[src/hw/rtl/depth_pixel_backprojection_macros.svh]
// assertion macros for the depth pixel backprojection block
// expects signals named clk and rst_n in the scope of each use
`ifndef DEPTH_PIXEL_BACKPROJECTION_MACROS_SVH
`define DEPTH_PIXEL_BACKPROJECTION_MACROS_SVH

// same-cycle implication, checked out of reset
`define DPB_ASSERT_IMP(label, ante, cons, msg) \
    label: assert property (@(posedge clk) disable iff (!rst_n) (ante) |-> (cons)) \
        else $error(msg);

// next-cycle implication, checked out of reset
`define DPB_ASSERT_NXT(label, ante, cons, msg) \
    label: assert property (@(posedge clk) disable iff (!rst_n) (ante) |=> (cons)) \
        else $error(msg);

`endif

[src/hw/rtl/dpb_pkg.sv]
// shared constants, register indexes and types for the depth pixel backprojection block
// no dependencies
`timescale 1ns / 1ps

package dpb_pkg;

    // coordinate bits used from row and column
    localparam int COORD_BITS = 12;

    // field widths
    localparam int PixelW   = 12;
    localparam int DepthW   = 16;
    localparam int ColorW   = 8;
    localparam int CenterW  = 16;
    localparam int InvW     = 24;
    localparam int ZW       = 32;
    localparam int CoordW   = 45;
    localparam int CfgIdxW  = 3;
    localparam int CfgDataW = 24;
    localparam int FracW    = 4;

    // derived arithmetic widths
    localparam int MagW      = CenterW;
    localparam int ProdW     = MagW + ZW;
    localparam int ProdShift = 28;
    localparam int TailShift = ProdShift - InvW;
    localparam int ScaledW   = ProdW - TailShift;
    localparam int ZShift    = 8;
    localparam int RgbW      = 3 * ColorW;
    localparam int InDataW   = 64;
    localparam int OutDataW  = 152;

    localparam logic [PixelW-1:0] CoordMask = PixelW'((64'd1 << COORD_BITS) - 64'd1);

    // register indexes
    localparam logic [CfgIdxW-1:0] RegCenterX      = 3'd0;
    localparam logic [CfgIdxW-1:0] RegCenterY      = 3'd1;
    localparam logic [CfgIdxW-1:0] RegInvFocalX    = 3'd2;
    localparam logic [CfgIdxW-1:0] RegInvFocalY    = 3'd3;
    localparam logic [CfgIdxW-1:0] RegInvDepthScale = 3'd4;

    // register reset values
    localparam logic [CenterW-1:0] CenterXRst       = 16'd5120;
    localparam logic [CenterW-1:0] CenterYRst       = 16'd3840;
    localparam logic [InvW-1:0]    InvFocalXRst     = 24'd32388;
    localparam logic [InvW-1:0]    InvFocalYRst     = 24'd32326;
    localparam logic [InvW-1:0]    InvDepthScaleRst = 24'd16777;

    // load enables of the projection stages
    typedef struct packed {
        logic s2;
        logic s3;
        logic s4;
        logic s5;
    } dpb_stage_en_t;

endpackage

[src/hw/rtl/dpb_project.sv]
// one axis of the projection: |offset| * z * inv_focal >> 28 with the sign put back
// depends on dpb_pkg; stage enables come from the top level pipeline control
`timescale 1ns / 1ps

module dpb_project
(
    input  logic                              clk,
    input  dpb_pkg::dpb_stage_en_t            en,
    input  logic [dpb_pkg::MagW-1:0]          mag,
    input  logic                              neg,
    input  logic [dpb_pkg::ZW-1:0]            z,
    input  logic [dpb_pkg::InvW-1:0]          inv_focal,
    output logic [dpb_pkg::CoordW-1:0]        coord
);

    logic [dpb_pkg::ProdW-1:0]   prod_reg;
    logic                        neg2_reg;
    logic [dpb_pkg::ProdW-1:0]   hi_reg;
    logic [dpb_pkg::ProdW-1:0]   lo_reg;
    logic                        neg3_reg;
    logic [dpb_pkg::ScaledW-1:0] scaled_reg;
    logic                        neg4_reg;
    logic [dpb_pkg::CoordW-1:0]  coord_reg;
    logic [dpb_pkg::ProdW-1:0]   sum_next;
    logic [dpb_pkg::CoordW-1:0]  pos_ext;

    // stage 2: offset magnitude times depth
    always_ff @(posedge clk)
    begin
        if (en.s2)
        begin
            prod_reg <= dpb_pkg::ProdW'(mag) * dpb_pkg::ProdW'(z);
            neg2_reg <= neg;
        end
    end

    // stage 3: two partial products against the reciprocal
    always_ff @(posedge clk)
    begin
        if (en.s3)
        begin
            hi_reg   <= dpb_pkg::ProdW'(prod_reg[dpb_pkg::ProdW-1:dpb_pkg::InvW])
                        * dpb_pkg::ProdW'(inv_focal);
            lo_reg   <= dpb_pkg::ProdW'(prod_reg[dpb_pkg::InvW-1:0])
                        * dpb_pkg::ProdW'(inv_focal);
            neg3_reg <= neg2_reg;
        end
    end

    // stage 4: combine partials, exact floor of the full product over 2^28
    assign sum_next = hi_reg + dpb_pkg::ProdW'(lo_reg[dpb_pkg::ProdW-1:dpb_pkg::InvW]);

    always_ff @(posedge clk)
    begin
        if (en.s4)
        begin
            scaled_reg <= sum_next[dpb_pkg::ProdW-1:dpb_pkg::TailShift];
            neg4_reg   <= neg3_reg;
        end
    end

    // stage 5: apply the sign, wrap to the output width
    assign pos_ext = dpb_pkg::CoordW'(scaled_reg);

    always_ff @(posedge clk)
    begin
        if (en.s5)
        begin
            coord_reg <= neg4_reg ? (dpb_pkg::CoordW'(0) - pos_ext) : pos_ext;
        end
    end

    assign coord = coord_reg;

endmodule

[config.mk]
export PLATFORM = sky130hd
export DESIGN_NAME = dpb_project
export DESIGN_NICKNAME = d
export VERILOG_FILES = /design/src/hw/rtl/depth_pixel_backprojection_macros.svh /design/src/hw/rtl/dpb_pkg.sv /design/src/hw/rtl/dpb_project.sv
export SDC_FILE = /design/constraint.sdc
export NUM_CORES = 2
export LEC_CHECK = 0
export BUFFER_PORTS_ARGS = -buffer_cell sky130_fd_sc_hd__buf_2
export CORE_MARGIN = 2
export CORE_UTILIZATION = 25
export CTS_CLUSTER_DIAMETER = 200
export CTS_CLUSTER_SIZE = 10
export DETAILED_ROUTE_END_ITERATION = 8
export PLACE_DENSITY = 0.5
export SYNTH_ARGS = -nofsm -noshare
export SYNTH_HDL_FRONTEND = slang
export SYNTH_SLANG_ARGS = --single-unit
[constraint.sdc]
create_clock -name clk -period 7.5 [get_ports clk]
set_input_delay 1.125 -clock clk [delete_from_list [all_inputs] [get_ports clk]]
set_output_delay 1.125 -clock clk [all_outputs]
set_load 0.02 [all_outputs]
# Word level (Yosys, flattened, before mapping)
# Cells that the tools add are included.
# W data, S select, Z words.
[word_totals]
ff_bits = 236
inputBits = 78
output_inout_bits = 45
word_cells = 15
[op_classes]
n_addsub = 2
multipliers = 3
muxes = 1
[ops]
columns = ["op", "count"]
rows = [
  ["$mul A24 B24 Y48", 2],
  ["$add A48 B24 Y48", 1],
  ["$mul A16 B32 Y48", 1],
  ["$sub A1 B44 Y45 const A", 1],
  ["$mux W44", 1],
]

# Longest topological paths before layout
[logic_depth]
ltp_word = 2
ltp_mapped = 29
depth_no_buf = 26

# Least setup slack after synthesis
# No wires, ideal clock.
[synth_timing]
path_kind = "input to register"
startpoint = "input port inv_focal[1] (netlist bit)"
endpoint = "register hi_reg[45] (netlist bit) (data pin)"
setup_time_ps = 258
arrival_time_ps = 7598
t_required_ps = 7242
setup_slack_ps = -356
cell_stages = 26
path_buffers = 3
cell_sequence = "buf_1 > clkbuf_1 > and2_1 > fa_1 > fa_1 > inv_1 > fa_1 > fa_1 > inv_1 > fa_1 > fa_1 > inv_1 > fa_1 > inv_1 > ha_1 > buf_2 > a21o_1 > a21o_1 > a21oi_2 > o21ai_1 > or3_1 > o2111a_1 > o31a_1 > a221o_1 > a21oi_2 > xnor2_1"
[synth_between]
elab_chain_len = 1
[synth_rtl]
columns = ["element", "line", "source"]
rows = [
  ["start: declaration", "dpb_project.sv:12", "input logic [dpb_pkg::InvW-1:0] inv_focal,"],
  ["$mul A24 B24 Y48", "dpb_project.sv:43", "* dpb_pkg::ProdW'(inv_focal);"],
  ["end signal: assignment", "dpb_project.sv:42", "hi_reg <= dpb_pkg::ProdW'(prod_reg[dpb_pkg::ProdW-1:dpb_pkg::InvW])"],
  ["end: declaration", "dpb_project.sv:18", "logic [dpb_pkg::ProdW-1:0] hi_reg;"],
]
# No other way between the ends.
# A chain may end at the register's enable or synchronous reset.

# Final worst setup path
[layout_timing]
startpoint = "input port inv_focal[3] (netlist bit)"
endpoint = "register lo_reg[47] (netlist bit) (data pin)"
[layout_between]
elab_chain_len = 1
[layout_rtl]
columns = ["element", "line", "source"]
rows = [
  ["$mul A24 B24 Y48", "dpb_project.sv:45", "* dpb_pkg::ProdW'(inv_focal);"],
  ["end signal: assignment", "dpb_project.sv:44", "lo_reg <= dpb_pkg::ProdW'(prod_reg[dpb_pkg::InvW-1:0])"],
  ["end: declaration", "dpb_project.sv:19", "logic [dpb_pkg::ProdW-1:0] lo_reg;"],
]
# No other way between the ends.

==> flow_metrics.env <==
export IMPL_cp_data_arrival_time_ns=7.70
export IMPL_areaGrowthSynthToFinish_pct=15.7
export IMPL_required_ns=7.88
export IMPL_min_path_cells=0
export IMPL_hold_buffers=0
export IMPL_synthXorXnorAreaFrac_pct=2.65
export IMPL_path_class="in2reg"
export IMPL_synth_seq_cells=212
export IMPL_clk_pin_slew_ns=0.06
export IMPL_synth_top_cell_area_share_pct=44.9
export IMPL_netlist_instances=6580
export IMPL_hold_worst_slack_ns=0.448
export IMPL_crit_family="adder cells"
export IMPL_h_tree_depth=1
export IMPL_drv_slew=0
export IMPL_fin_setup_tns_ns=0
export IMPL_drive_gt1_share_pct=11.9
export IMPL_grt_usage_pct=13.7
export IMPL_outcome="finished clean"
export IMPL_ys_types=75
export IMPL_synth_edff_count=212
export IMPL_grt_max_degree=74
export IMPL_avgSynthCellArea_sq_um=9.35
export IMPL_synthMuxAreaShare_pct=0.0163
export IMPL_netlist_top_cells_count="inv_1 (1533), fa_1 (1381), nand2_1 (1015), and2_1 (741), ha_1 (488)"
export IMPL_final_core_util_pct=29.0
export IMPL_grt_pass1_vias=48763
export IMPL_synth_most_common_cell="inv_1"
export IMPL_r2r_end="lo_reg[47]"
export IMPL_syn_nets=8527
export IMPL_cp_end_kind="register"
export IMPL_cpPeakStageDelay_ns=0.55
export IMPL_placed_cell_area_sq_um=69200
export IMPL_netlist_area_sq_um=61500
export IMPL_wl_microns=176000
export IMPL_fmax_mhz=137
export IMPL_gp_congestion=0.868
export IMPL_drc=0
export IMPL_r2r_slack_ns=0.27
export IMPL_place_hpwl_microns=146000
export IMPL_cp_num_buf_inv=9
export IMPL_antenna_left=0
export IMPL_cts_root_buf="clkbuf_16"
export IMPL_cts_buffers=25
export IMPL_rr_worst_depth=27
export IMPL_cts_sinks=212
export IMPL_rsz0062_at_grt="yes"
export IMPL_whs_endpoint="neg4_reg"
export IMPL_synth_simple_gate_area_share_pct=16.3
export IMPL_yosys_area_share_adder_pct=54.8
export IMPL_viasPerCell=4.35
export IMPL_synthArstFlopShare_pct=0
export IMPL_yosysTopAreaCell="fa_1"
export IMPL_clock_latency_ns=0.64
export IMPL_firstDrtPassIters=7
export IMPL_synth_seq_area_share_pct=10.3
export IMPL_cts_tree="done"
export IMPL_finalClockSkew_ns=0.0752
export IMPL_drt_iter0_markers=2237
export IMPL_fin_crit_ns=7.32
export IMPL_cts_buffer_depth=3
export IMPL_crit_fanout=8
export IMPL_min_path_type="reg2reg"
export IMPL_io_buffers=122
export IMPL_antenna_found_initial=10
export IMPL_worstHoldStart="neg3_reg"
export IMPL_die_w_microns=500
export IMPL_synth_top_family_by_area="adder cells"
export IMPL_ys_top_cells_by_area="fa_1 (45%), edfxtp_1 (10%), ha_1 (9.9%)"
export IMPL_worstReg2RegStart="prod_reg[7]"
export IMPL_floorplan_initialDensity_pct=25.1
export IMPL_max_cap_violations=0
export IMPL_worstMarginPinSlew_ns=1.12
export IMPL_synth_compound_area_share_pct=4.55
export IMPL_die_y_microns=500
export IMPL_ys_flop_type="edfxtp_1"
export IMPL_final_area_sq_um=71200
export IMPL_final_nets=8909
export IMPL_grt_pass1_wl_microns=275000
export IMPL_setup_viol=0
export IMPL_routedWlPerCell_microns=17.2
export IMPL_vias=44326
export IMPL_crit_slowest_cell="fa_1"
export IMPL_crit_top_cell="fa_1"
export IMPL_globalRouteOverflowTotal=0
export IMPL_cp_start_kind="input pin"
export IMPL_finalHoldViolCount=0
export IMPL_die_area_sq_um=250000
export IMPL_yosysWarnings=0
export IMPL_io_pin_count=123
export IMPL_min_period_over_period_pct=97.6
export IMPL_max_slew_margin_pct=24.5
export IMPL_fp_coreArea_sq_um=245000
export IMPL_num_rows=182
logic make-up after synthesis:
| group | after synthesis |
|---|---|
| XOR/XNOR | 186 |
| AO/OA/AOI/OAI | 421 |
| adder cells (fa/ha/maj) | 1869 |
| multiplexers | 1 |
| buffers and inverters | 1853 |
| AND/OR/NAND/NOR | 2038 |
| flip-flops | 212 |
worst max path at each step:
stage | cells past startpoint | slack (ns) | from | to
after CTS | 25 | 0.01 | inv_focal[2] | lo_reg[47]
after floorplan | 26 | -0.1 | inv_focal[1] | hi_reg[45]
after detailed placement | 27 | -0.80 | inv_focal[2] | lo_reg[47]
after global routing | 29 | -0.04 | inv_focal[4] | lo_reg[47]
after global placement | 28 | -0.66 | inv_focal[6] | lo_reg[44]
final | 28 | 0.18 | inv_focal[3] | lo_reg[47]
worst reg2reg max path: stages (launching register included):
cell and delay (ns):
edfxtp_1 0.41, buf_12 0.17, buf_4 0.17, and2_1 0.18
fa_1 0.47, fa_1 0.51, inv_1 0.05, fa_1 0.54
inv_2 0.04, fa_1 0.44, ha_1 0.33, fa_1 0.53
inv_2 0.05, fa_1 0.56, inv_2 0.06, ha_4 0.22
a21oi_2 0.15, nand2_1 0.08, a211oi_2 0.30, buf_4 0.20
o211ai_1 0.10, buf_4 0.18, a211o_1 0.35, a311oi_2 0.33
o21a_1 0.22, o21bai_2 0.10, a21oi_2 0.14, xnor2_1 0.08
metrics by stage:
| stage | instances | setup slack, ns |
|---|---|---|
| finish | 10184 | 0.179 |
| global route | 10184 | -0.0449 |
| CTS | 10131 | 0.0148 |
| detailed placement | 10103 | -0.800 |
| global placement | 10103 | -0.664 |
| floorplan | 6580 | -0.0976 |
layout by cell type (no fill, tap or decap), types with 11 or more instances in the layout:
cell type  count
ha_4          15
fa_1        1359
clkbuf_16     35
and2_4        11
nand4_1       17
xor2_1        51
xnor2_1      134
buf_12        49
nor2b_1       20
a21oi_1       98
buf_4        484
a21o_1        95
o31ai_1       15
ha_1         471
inv_2         11
o21bai_1      17
and2_1       730
inv_1       1523
nand2b_1      16
buf_6         17
and3_1        22
buf_2        102
o21ai_1       31
fa_2          22
nor2_1        82
a21oi_2       14
nor3_1        29
o21ai_0       34
nand2_1     1008
nand3_1       42
edfxtp_1     212
o21a_1        19
repair_timing:
item                       CTS  global route
pin swaps                    0            87
cloned                       0            10
resized for setup            4           156
setup endpoints to repair    9            25
buffers inserted             0            46
area by class of cell:
type / instances / area (sq um)
Fill cell: 25747 / 174000
Multi-Input combinational cell: 4515 / 48700
Sequential cell: 212 / 6370
Inverter: 1535 / 5760
Timing Repair Buffer: 673 / 5730
Tap cell: 3220 / 4030
Clock buffer: 25 / 626
Clock inverter: 3 / 32.5
Antenna cell: 1 / 2.50
routing by layer:
metal / global-route usage [%] / routed length (microns) / part of all wire [%] / up-vias
li1: - / - / - / 20190
met1: 19.4 / 81700 / 47 / 22959
met2: 23.1 / 83400 / 47 / 993
met3: 1.30 / 7520 / 4.3 / 176
met4: 2.13 / 3020 / 1.7 / 8
met5: 0 / 39 / 0.022 / -
Power is left out: the tool's default activity adds up to more than one toggle a clock period on the data nets, which glitch-free logic cannot reach.
